File: config.mk
export PLATFORM = sky130hd
export DESIGN_NAME = circle_rect_contact_classifier
export DESIGN_NICKNAME = d
export VERILOG_FILES = /design/src/hw/rtl/crcc_pkg.sv /design/src/hw/rtl/crcc_prep.sv /design/src/hw/rtl/crcc_geom.sv /design/src/hw/rtl/crcc_dist.sv /design/src/hw/rtl/crcc_select.sv /design/src/hw/rtl/circle_rect_contact_classifier.sv
export SDC_FILE = /design/constraint.sdc
export NUM_CORES = 2
export LEC_CHECK = 0
export BUFFER_PORTS_ARGS = -buffer_cell sky130_fd_sc_hd__clkbuf_2
export CORE_UTILIZATION = 45
export CTS_CLUSTER_DIAMETER = 40
export DETAILED_ROUTE_END_ITERATION = 8
export GPL_TIMING_DRIVEN = 0
export SLEW_MARGIN = 10
export SYNTH_ARGS = -nofsm -noshare
export SYNTH_HDL_FRONTEND = slang
export SYNTH_SLANG_ARGS = --single-unit
File: constraint.sdc
create_clock -name clk -period 19.07 [get_ports clk]
set_input_delay 1.907 -clock clk [delete_from_list [all_inputs] [get_ports clk]]
set_output_delay 1.907 -clock clk [all_outputs]
set_load 0.005 [all_outputs]
File: src/hw/rtl/crcc_pkg.sv
package crcc_pkg;

    // Coordinate width: 16-bit position plus a 15-bit size fits in 17 signed bits
    localparam int COORD_W = 17;
    localparam int SIZE_W  = 15;
    localparam int POS_W   = 16;
    localparam int MAG_W   = 17;              // |center - edge| magnitude
    localparam int WSQ_W   = 2 * SIZE_W;      // diameter squared
    localparam int SQ_W    = 2 * MAG_W;       // one squared distance term
    localparam int KIND_W  = 4;

    typedef logic signed [COORD_W-1:0] coord_t;

    typedef enum logic [KIND_W-1:0] {
        KIND_NONE         = 4'd0,
        KIND_LEFT         = 4'd1,
        KIND_TOP          = 4'd2,
        KIND_RIGHT        = 4'd3,
        KIND_BOTTOM       = 4'd4,
        KIND_TOP_LEFT     = 4'd5,
        KIND_TOP_RIGHT    = 4'd6,
        KIND_BOTTOM_LEFT  = 4'd7,
        KIND_BOTTOM_RIGHT = 4'd8
    } kind_t;

    // Stage 1: edges and center
    typedef struct packed {
        logic               valid;
        logic               nonempty;
        coord_t             ax;
        coord_t             ay;
        coord_t             ax1;
        coord_t             ay1;
        coord_t             bx;
        coord_t             by;
        coord_t             bx1;
        coord_t             by1;
        coord_t             cx;
        coord_t             cy;
        logic [SIZE_W-1:0]  aw;
    } prep_t;

    // Side decisions and contact candidates, carried to the output stage
    typedef struct packed {
        logic   ovl;
        logic   in_x;
        logic   in_y;
        logic   bottom;
        logic   right;
        coord_t cx;
        coord_t cy;
        coord_t bx;
        coord_t by;
        coord_t bx1;
        coord_t by1;
    } side_t;

    // Stage 2: side tests, distance magnitudes, diameter squared
    typedef struct packed {
        logic              valid;
        side_t             side;
        logic [MAG_W-1:0]  adx0;
        logic [MAG_W-1:0]  adx1;
        logic [MAG_W-1:0]  ady0;
        logic [MAG_W-1:0]  ady1;
        logic [WSQ_W-1:0]  wsq;
    } geom_t;

    // Stage 4: corner tests resolved
    typedef struct packed {
        logic  valid;
        side_t side;
        logic  tl;
        logic  tr;
        logic  bl;
        logic  br;
    } corner_t;

endpackage

File: src/hw/rtl/crcc_prep.sv
module crcc_prep (
    input  logic                                 clk,
    input  logic                                 rst_n,
    input  logic                                 start,
    input  logic signed [crcc_pkg::POS_W-1:0]    circle_x,
    input  logic signed [crcc_pkg::POS_W-1:0]    circle_y,
    input  logic        [crcc_pkg::SIZE_W-1:0]   circle_width,
    input  logic        [crcc_pkg::SIZE_W-1:0]   circle_height,
    input  logic signed [crcc_pkg::POS_W-1:0]    rect_x,
    input  logic signed [crcc_pkg::POS_W-1:0]    rect_y,
    input  logic        [crcc_pkg::SIZE_W-1:0]   rect_width,
    input  logic        [crcc_pkg::SIZE_W-1:0]   rect_height,
    output crcc_pkg::prep_t                      prep
);
    import crcc_pkg::*;

    prep_t prep_reg;
    prep_t prep_next;

    // Edges, center (floor of half size) and empty-box check
    always_comb
    begin
        prep_next.valid    = start;
        prep_next.nonempty = (circle_width != '0) && (circle_height != '0) &&
                             (rect_width != '0) && (rect_height != '0);
        prep_next.ax  = COORD_W'(circle_x);
        prep_next.ay  = COORD_W'(circle_y);
        prep_next.bx  = COORD_W'(rect_x);
        prep_next.by  = COORD_W'(rect_y);
        prep_next.ax1 = COORD_W'(circle_x) + coord_t'({2'b00, circle_width});
        prep_next.ay1 = COORD_W'(circle_y) + coord_t'({2'b00, circle_height});
        prep_next.bx1 = COORD_W'(rect_x) + coord_t'({2'b00, rect_width});
        prep_next.by1 = COORD_W'(rect_y) + coord_t'({2'b00, rect_height});
        prep_next.cx  = COORD_W'(circle_x) + coord_t'({3'b000, circle_width[SIZE_W-1:1]});
        prep_next.cy  = COORD_W'(circle_y) + coord_t'({3'b000, circle_height[SIZE_W-1:1]});
        prep_next.aw  = circle_width;
    end

    always_ff @(posedge clk or negedge rst_n)
    begin
        if (!rst_n)
        begin
            prep_reg <= '0;
        end
        else
        begin
            prep_reg <= prep_next;
        end
    end

    assign prep = prep_reg;

endmodule

File: src/hw/rtl/crcc_geom.sv
module crcc_geom (
    input  logic              clk,
    input  logic              rst_n,
    input  crcc_pkg::prep_t   prep,
    output crcc_pkg::geom_t   geom
);
    import crcc_pkg::*;

    geom_t geom_reg;
    geom_t geom_next;

    logic signed [COORD_W:0] ddx0;
    logic signed [COORD_W:0] ddx1;
    logic signed [COORD_W:0] ddy0;
    logic signed [COORD_W:0] ddy1;

    function automatic logic [MAG_W-1:0] mag(input logic signed [COORD_W:0] d);
        logic signed [COORD_W:0] n;
        n = -d;
        return d[COORD_W] ? n[MAG_W-1:0] : d[MAG_W-1:0];
    endfunction

    // Signed center-to-edge offsets, one extra bit of headroom
    always_comb
    begin
        ddx0 = (COORD_W+1)'(prep.cx) - (COORD_W+1)'(prep.bx);
        ddx1 = (COORD_W+1)'(prep.cx) - (COORD_W+1)'(prep.bx1);
        ddy0 = (COORD_W+1)'(prep.cy) - (COORD_W+1)'(prep.by);
        ddy1 = (COORD_W+1)'(prep.cy) - (COORD_W+1)'(prep.by1);
    end

    // Overlap and side tests, offset magnitudes, diameter squared
    always_comb
    begin
        geom_next.valid       = prep.valid;
        geom_next.side.ovl    = prep.nonempty &&
                                (prep.ax1 > prep.bx) && (prep.bx1 > prep.ax) &&
                                (prep.ay1 > prep.by) && (prep.by1 > prep.ay);
        geom_next.side.in_x   = (prep.bx <= prep.cx) && (prep.cx <= prep.bx1);
        geom_next.side.in_y   = (prep.by <= prep.cy) && (prep.cy <= prep.by1);
        geom_next.side.bottom = (prep.ay1 <= prep.by1);
        geom_next.side.right  = (prep.ax1 <= prep.bx1);
        geom_next.side.cx     = prep.cx;
        geom_next.side.cy     = prep.cy;
        geom_next.side.bx     = prep.bx;
        geom_next.side.by     = prep.by;
        geom_next.side.bx1    = prep.bx1;
        geom_next.side.by1    = prep.by1;
        geom_next.adx0        = mag(ddx0);
        geom_next.adx1        = mag(ddx1);
        geom_next.ady0        = mag(ddy0);
        geom_next.ady1        = mag(ddy1);
        geom_next.wsq         = {{SIZE_W{1'b0}}, prep.aw} * {{SIZE_W{1'b0}}, prep.aw};
    end

    always_ff @(posedge clk or negedge rst_n)
    begin
        if (!rst_n)
        begin
            geom_reg <= '0;
        end
        else
        begin
            geom_reg <= geom_next;
        end
    end

    assign geom = geom_reg;

endmodule

File: src/hw/rtl/crcc_dist.sv
module crcc_dist (
    input  logic              clk,
    input  logic              rst_n,
    input  crcc_pkg::geom_t   geom,
    output crcc_pkg::corner_t corner
);
    import crcc_pkg::*;

    localparam int CMP_W = SQ_W + 3;   // 4 * (a^2 + b^2)

    typedef struct packed {
        logic              valid;
        side_t             side;
        logic [SQ_W-1:0]   sdx0;
        logic [SQ_W-1:0]   sdx1;
        logic [SQ_W-1:0]   sdy0;
        logic [SQ_W-1:0]   sdy1;
        logic [WSQ_W-1:0]  wsq;
    } sq_t;

    sq_t     sq_reg;
    sq_t     sq_next;
    corner_t corner_reg;
    corner_t corner_next;

    logic [SQ_W:0]      sum_tl;
    logic [SQ_W:0]      sum_tr;
    logic [SQ_W:0]      sum_bl;
    logic [SQ_W:0]      sum_br;
    logic [CMP_W-1:0]   lim;

    // Stage 3: squared offsets
    always_comb
    begin
        sq_next.valid = geom.valid;
        sq_next.side  = geom.side;
        sq_next.sdx0  = {{MAG_W{1'b0}}, geom.adx0} * {{MAG_W{1'b0}}, geom.adx0};
        sq_next.sdx1  = {{MAG_W{1'b0}}, geom.adx1} * {{MAG_W{1'b0}}, geom.adx1};
        sq_next.sdy0  = {{MAG_W{1'b0}}, geom.ady0} * {{MAG_W{1'b0}}, geom.ady0};
        sq_next.sdy1  = {{MAG_W{1'b0}}, geom.ady1} * {{MAG_W{1'b0}}, geom.ady1};
        sq_next.wsq   = geom.wsq;
    end

    // Stage 4: corner distance compares, 4*(dx^2+dy^2) <= w^2
    always_comb
    begin
        sum_tl = {1'b0, sq_reg.sdx0} + {1'b0, sq_reg.sdy0};
        sum_tr = {1'b0, sq_reg.sdx1} + {1'b0, sq_reg.sdy0};
        sum_bl = {1'b0, sq_reg.sdx0} + {1'b0, sq_reg.sdy1};
        sum_br = {1'b0, sq_reg.sdx1} + {1'b0, sq_reg.sdy1};
        lim    = {{(CMP_W-WSQ_W){1'b0}}, sq_reg.wsq};

        corner_next.valid = sq_reg.valid;
        corner_next.side  = sq_reg.side;
        corner_next.tl    = ({sum_tl, 2'b00} <= lim);
        corner_next.tr    = ({sum_tr, 2'b00} <= lim);
        corner_next.bl    = ({sum_bl, 2'b00} <= lim);
        corner_next.br    = ({sum_br, 2'b00} <= lim);
    end

    always_ff @(posedge clk or negedge rst_n)
    begin
        if (!rst_n)
        begin
            sq_reg     <= '0;
            corner_reg <= '0;
        end
        else
        begin
            sq_reg     <= sq_next;
            corner_reg <= corner_next;
        end
    end

    assign corner = corner_reg;

endmodule

File: src/hw/rtl/crcc_select.sv
module crcc_select (
    input  logic                              clk,
    input  logic                              rst_n,
    input  crcc_pkg::corner_t                 corner,
    output logic                              done,
    output logic                              hit,
    output logic [crcc_pkg::KIND_W-1:0]       contact_kind,
    output logic signed [crcc_pkg::COORD_W-1:0] contact_x,
    output logic signed [crcc_pkg::COORD_W-1:0] contact_y
);
    import crcc_pkg::*;

    logic   done_reg;
    logic   hit_reg;
    kind_t  kind_reg;
    kind_t  kind_next;
    coord_t x_reg;
    coord_t x_next;
    coord_t y_reg;
    coord_t y_next;

    // Priority: top/bottom first, then left/right, then corners TL, TR, BL, BR
    always_comb
    begin
        kind_next = KIND_NONE;
        x_next    = '0;
        y_next    = '0;
        if (corner.side.ovl)
        begin
            priority if (corner.side.in_x)
            begin
                x_next = corner.side.cx;
                if (corner.side.bottom)
                begin
                    kind_next = KIND_BOTTOM;
                    y_next    = corner.side.by;
                end
                else
                begin
                    kind_next = KIND_TOP;
                    y_next    = corner.side.by1;
                end
            end
            else if (corner.side.in_y)
            begin
                y_next = corner.side.cy;
                if (corner.side.right)
                begin
                    kind_next = KIND_RIGHT;
                    x_next    = corner.side.bx;
                end
                else
                begin
                    kind_next = KIND_LEFT;
                    x_next    = corner.side.bx1;
                end
            end
            else if (corner.tl)
            begin
                kind_next = KIND_TOP_LEFT;
                x_next    = corner.side.bx;
                y_next    = corner.side.by;
            end
            else if (corner.tr)
            begin
                kind_next = KIND_TOP_RIGHT;
                x_next    = corner.side.bx1;
                y_next    = corner.side.by;
            end
            else if (corner.bl)
            begin
                kind_next = KIND_BOTTOM_LEFT;
                x_next    = corner.side.bx;
                y_next    = corner.side.by1;
            end
            else if (corner.br)
            begin
                kind_next = KIND_BOTTOM_RIGHT;
                x_next    = corner.side.bx1;
                y_next    = corner.side.by1;
            end
            else
            begin
                kind_next = KIND_NONE;
            end
        end
    end

    // Stage 5: output register
    always_ff @(posedge clk or negedge rst_n)
    begin
        if (!rst_n)
        begin
            done_reg <= 1'b0;
            hit_reg  <= 1'b0;
            kind_reg <= KIND_NONE;
            x_reg    <= '0;
            y_reg    <= '0;
        end
        else
        begin
            done_reg <= corner.valid;
            hit_reg  <= (kind_next != KIND_NONE);
            kind_reg <= kind_next;
            x_reg    <= x_next;
            y_reg    <= y_next;
        end
    end

    assign done         = done_reg;
    assign hit          = hit_reg;
    assign contact_kind = kind_reg;
    assign contact_x    = x_reg;
    assign contact_y    = y_reg;

endmodule

File: src/hw/rtl/circle_rect_contact_classifier.sv
// Circle vs. axis-aligned rectangle contact classifier.
// A transaction is accepted when start is high and busy low; done marks its result.
// Throughput: one transaction per cycle; five register stages (edges, side tests,
// squaring multipliers, corner compares, output select). busy is always low.
// Reset (rst_n, asynchronous, active low) drops every stage valid; no transaction
// in flight survives it. done is a one-cycle strobe; the receiver cannot stall.
module circle_rect_contact_classifier (
    input  logic                                 clk,
    input  logic                                 rst_n,
    input  logic                                 start,
    output logic                                 busy,
    input  logic signed [crcc_pkg::POS_W-1:0]    circle_x,
    input  logic signed [crcc_pkg::POS_W-1:0]    circle_y,
    input  logic        [crcc_pkg::SIZE_W-1:0]   circle_width,
    input  logic        [crcc_pkg::SIZE_W-1:0]   circle_height,
    input  logic signed [crcc_pkg::POS_W-1:0]    rect_x,
    input  logic signed [crcc_pkg::POS_W-1:0]    rect_y,
    input  logic        [crcc_pkg::SIZE_W-1:0]   rect_width,
    input  logic        [crcc_pkg::SIZE_W-1:0]   rect_height,
    output logic                                 done,
    output logic                                 hit,
    output logic        [crcc_pkg::KIND_W-1:0]   contact_kind,
    output logic signed [crcc_pkg::COORD_W-1:0]  contact_x,
    output logic signed [crcc_pkg::COORD_W-1:0]  contact_y
);
    import crcc_pkg::*;

    prep_t   prep;
    geom_t   geom;
    corner_t corner;

    // Fully pipelined, never stalls
    assign busy = 1'b0;

    crcc_prep u_prep (
        .clk           (clk),
        .rst_n         (rst_n),
        .start         (start && !busy),
        .circle_x      (circle_x),
        .circle_y      (circle_y),
        .circle_width  (circle_width),
        .circle_height (circle_height),
        .rect_x        (rect_x),
        .rect_y        (rect_y),
        .rect_width    (rect_width),
        .rect_height   (rect_height),
        .prep          (prep)
    );

    crcc_geom u_geom (
        .clk   (clk),
        .rst_n (rst_n),
        .prep  (prep),
        .geom  (geom)
    );

    crcc_dist u_dist (
        .clk    (clk),
        .rst_n  (rst_n),
        .geom   (geom),
        .corner (corner)
    );

    crcc_select u_select (
        .clk          (clk),
        .rst_n        (rst_n),
        .corner       (corner),
        .done         (done),
        .hit          (hit),
        .contact_kind (contact_kind),
        .contact_x    (contact_x),
        .contact_y    (contact_y)
    );

endmodule

Word level (Yosys, flattened, before mapping)
Cells that the tools add are included.
{ "classes": {"add_sub_neg": 18, "n_reduce_logical": 14, "n_lt_le_gt_ge": 14, "multipliers": 5, "mux": 29} }
{ "ops": {"columns": ["cell", "count"], "rows": [
  ["17-bit two-way mux", 20],
  ["37-bit by 30-bit less-or-equal comparator with 1-bit output", 4],
  ["34-bit by 34-bit adder with 35-bit output", 4],
  ["17-bit by 17-bit multiplier with 34-bit output", 4],
  ["16-bit by 16-bit adder with 17-bit output", 4],
  ["17-bit by 16-bit > comparator with 1-bit output", 4],
  ["17-bit less-or-equal comparator", 4],
  ["17-bit negator", 4],
  ["15-bit nonzero test", 4],
  ["17-bit by 16-bit subtractor with 18-bit output", 2],
  ["17-bit by 17-bit subtractor with 18-bit output", 2],
  ["16-bit by 15-bit adder with 17-bit output", 2],
  ["16-bit by 17-bit less-or-equal comparator with 1-bit output", 2],
  ["15-bit by 15-bit multiplier with 30-bit output", 1],
  ["4-bit two-way mux", 7],
  ["1-bit logical AND", 9],
  ["4-bit nonzero test", 1],
  ["3-bit two-way mux", 1],
  ["2-bit two-way mux", 1]
]} }
{ "word_totals": {"inputBits": 127, "reg_bits": 809, "output_inout_bits": 41, "word_cells": 148} }

Depth between registers and ports, before layout
{ "depth": {"ltp_word": 8, "ltp_mapped": 28, "mapped_depth_nobuf": 26} }

By module
Synthesis repeated with hierarchy kept, for this count alone.
{ "unflattened": {"hier_cells": 8032, "hier_area_um2": 79935.4} }
{ "by_module_without_submodules": {"columns": ["module", "cells_each", "area_each_um2", "seq_area_each_um2", "n_inst"], "rows": [
  ["crcc_dist", 5036, 49616.3, 9559.2, 1],
  ["crcc_geom", 2044, 19344.8, 5129.9, 1],
  ["crcc_prep", 710, 8500.7, 4579.4, 1],
  ["crcc_select", 240, 2462.4, 1001.0, 1],
  ["circle_rect_contact_classifier", 2, 11.3, 0.0, 1]
]} }

Worst setup path after synthesis
OpenSTA, ideal clock, no wires.
{ "synth_path": {"kind": "register to register", "start": "reg u_geom.geom_reg (netlist bit u_geom.geom[49])", "end": "reg u_dist.sq_reg[96] in the netlist's numbering", "n_path_buf": 2, "arrival_ps": 6654, "synth_period_minus_slack_ps": 6722, "t_required_ps": 19001, "stages_incl_launch_ff": 25, "setup_slack_ps": 12348, "setup_time_ps": 69, "path_cell_list": "dfrtp_1 clkbuf_1 clkbuf_1 nand2_1 inv_1 fa_1 inv_1 fa_1 fa_1 inv_1 fa_1 fa_1 inv_1 fa_1 inv_1 ha_1 a21o_1 a221oi_1 a31oi_1 o41ai_1 o211ai_1 a31o_2 a31o_2 a2111o_1 nand3_1"} }
{ "synth_lines": {"columns": ["element", "line", "source"], "rows": [
  ["start, declared", "crcc_geom.sv:9", "geom_t geom_reg;"],
  ["start signal, assigned", "crcc_geom.sv:64", "geom_reg <= geom_next;"],
  ["end signal, assigned", "crcc_dist.sv:70", "sq_reg <= sq_next;"],
  ["end, declared", "crcc_dist.sv:21", "sq_t sq_reg;"]
]} }

==> results.yml <==
detailed_routing:
  drt_pass1_iterations: 6
  antenna_left: 0
  vias_per_cell: 5.20
  routedWlPerCell_um: 19.1
  wirelength_um: 202000
  num_vias: 55200
  drc_errors: 0
  dr.first_iter.drc_count: 2819
global_route:
  grt_usage_pct: 23.7
  grt_pass1_vias: 58300
  globalRouteOverflowTotal: 0
  grt_pass1_wl_um: 321000
  antenna_found_initial: 12
  grt_max_degree: 112
timing:
  fmax_mhz: 123
  final_hold_viol_count: 0
  fin_ws_ps: 10920
  skew_ps: 55.3
  drv_slew: 0
  max_slew.worst_pin.slew_ps: 1210
  rsz0062_at_grt: "false"
  finalSetupViolCount: 0
  relSlewSlack_pct: 18.6
  final.min_clock_period_ps: 8150
  finalCritPeriodShare_pct: 42.7
synth:
  synth.top_cell.area_share_pct: 25.6
  yosys-top-cells-area: "dfrtp_1 (26%), fa_1 (23%), ha_1 (17%)"
  yosysSeqAreaShare_pct: 25.6
  syn_nets: 9993
  synth-async-reset-ratio_pct: 100
  yosysMostFrequentCell: "inv_1"
  yosysTopAreaCell: "dfrtp_1"
  syn_area_per_cell_sq_um: 9.90
  synth_cell_types: 85
  syn_area_sq_um: 78400
  ys_warn_count: 0
  ys_ff_latch: 803
  syn_inst: 7921
  synthTopCellsByCount: "inv_1 (1593), ha_1 (1038), fa_1 (907), dfrtp_1 (803), nand2_1 (578)"
  synth_flop_cell: "dfrtp_1"
  synth-edff-count: 0
clocking:
  cts_setup_buffers: 0
  post_cts_resized: 0
  cts.sinks: 803
  clockBufferDepth: 3
  numCtsBuffers: 108
  cts_tree: "done"
  hold_buffers: 0
  clk_pin_slew_ps: 60
  clk_latency_ps: 730
  htree_num_levels: 3
  cts_root_buf: "clkbuf_16"
worst_setup_path:
  crit_path_frequent_cell: "fa_1"
  slowest_delay_ps: 770
  critPathRequiredTime_ps: 19580
  cp_num_buf_inv: 6
  critPathMaxFanout: 10
  worstSetupPathType: "flip-flop to flip-flop"
  critPathTopFamily: "adder cells"
  crit_path_end_kind: "flip-flop"
  startpoint_type: "flip-flop"
  crit_path_cell_trace: "clkbuf_1 -> nand2_1 -> inv_1 -> fa_1 -> inv_1 -> fa_1 -> fa_1 -> inv_1 -> fa_1 -> fa_1 -> inv_1 -> fa_1 -> inv_1 -> ha_1 -> and3_1 -> a221oi_1 -> o21a_1 -> o21ai_1 -> nor3b_1 -> nor2_1 -> a2111oi_0 -> nor3_1 -> o21ba_2 -> xnor2_1"
  cp.arrival_ps: 8660
  slowest_stage: "dfrtp_1"
place:
  port_buffers: 166
  dp_cells: 10400
  dp_slack_ps: 10990
  gp_congestion: 0.907
  dp_hpwl_um: 171000
floorplanning:
  num_rows: 152
  start_util_pct: 45.5
  core_area_sq_um: 172000
  die_w_um: 419
  num_io_pins: 168
  dieArea_sq_um: 176000
  die_y_um: 419
final_layout:
  final_nets: 10300
  largest_register_ffs: 203
  final_cells: 10600
  drive_gt1_share_pct: 5.53
  syn2layout_area_growth_pct: 9.82
job:
  drv_cap: 0
status:
  status: "completed"
worst_hold_path:
  hp-class: "flip-flop to flip-flop"
[cell type report]
type,instances,area [sq um]
flip-flops and latches,803,20100
multi-input cells,5375,51800
clock buffers,126,2910
plain buffers,150,568
fillers,15900,86200
well taps,2310,2890
repair buffers,174,1060
inverters,1593,5980
diodes,3,7.51
clock inverters,75,830
[placed cells by master, fill, tap and decap left out, types with 150 or more instances in the layout]
master / instances
inv_1: 1593
a21oi_1: 301
nor2_1: 340
dfrtp_1: 803
clkbuf_2: 165
nand2_1: 578
ha_1: 1038
fa_1: 907
and2_1: 298
xnor2_1: 306
o21ai_0: 246
a21o_1: 183
clkbuf_1: 150
[metal layers]
| metal | up-vias | GRT usage [%] | wire length, um |
|---|---|---|---|
| met5 | - | 0 | 13 |
| met4 | 2 | 8.78 | 7770 |
| met3 | 335 | 2.24 | 8130 |
| met2 | 1183 | 39.8 | 96400 |
| met1 | 27500 | 31.7 | 90100 |
| li1 | 26100 | - | - |
[worst paths after layout]
check	start	cells after the start	endpoint	slack, ps
max	u_geom.geom[68]	24	u_dist.sq_reg[129]	10920
min	u_geom.geom[181]	0	u_dist.corner_next[87]	330
max reg2reg	u_geom.geom[68]	24	u_dist.sq_reg[129]	10920
max in group asynchronous	rst_n	4	u_dist.sq_reg[138]	15990
min reg2reg	u_geom.geom[181]	0	u_dist.corner_next[87]	330
min in group asynchronous	rst_n	1	u_prep.prep[23]	1130
[through the flow]
step / cell area [sq um] / setup TNS, ps / utilization (%) / hold slack (ps)
6_report: 86100 / 0 / 50.0 / 329
5_1_grt: 86100 / 0 / 50.0 / 335
4_1_cts: 86100 / 0 / 50.0 / 333
3_5_place_dp: 82400 / 0 / 47.8 / 335
3_3_place_gp: 82100 / -1684960 / 47.7 / 331
2_1_floorplan: 78400 / 0 / - / 331
[kinds of logic after synthesis]
logic type	count (synthesis)	share of synthesized area [%]
muxes	46	0.619
adders and majority gates	1945	39.7
AOI/OAI and AO/OA	1156	9.70
other	1	0.00478
xor gates and xnor gates	417	4.66
buffers and inverters	1743	8.35
DFF	803	25.6
and+or+nand+nor	1810	11.3
Power is left out: the tool's default activity adds up to more than one toggle a clock period on the data nets, which glitch-free logic cannot reach.
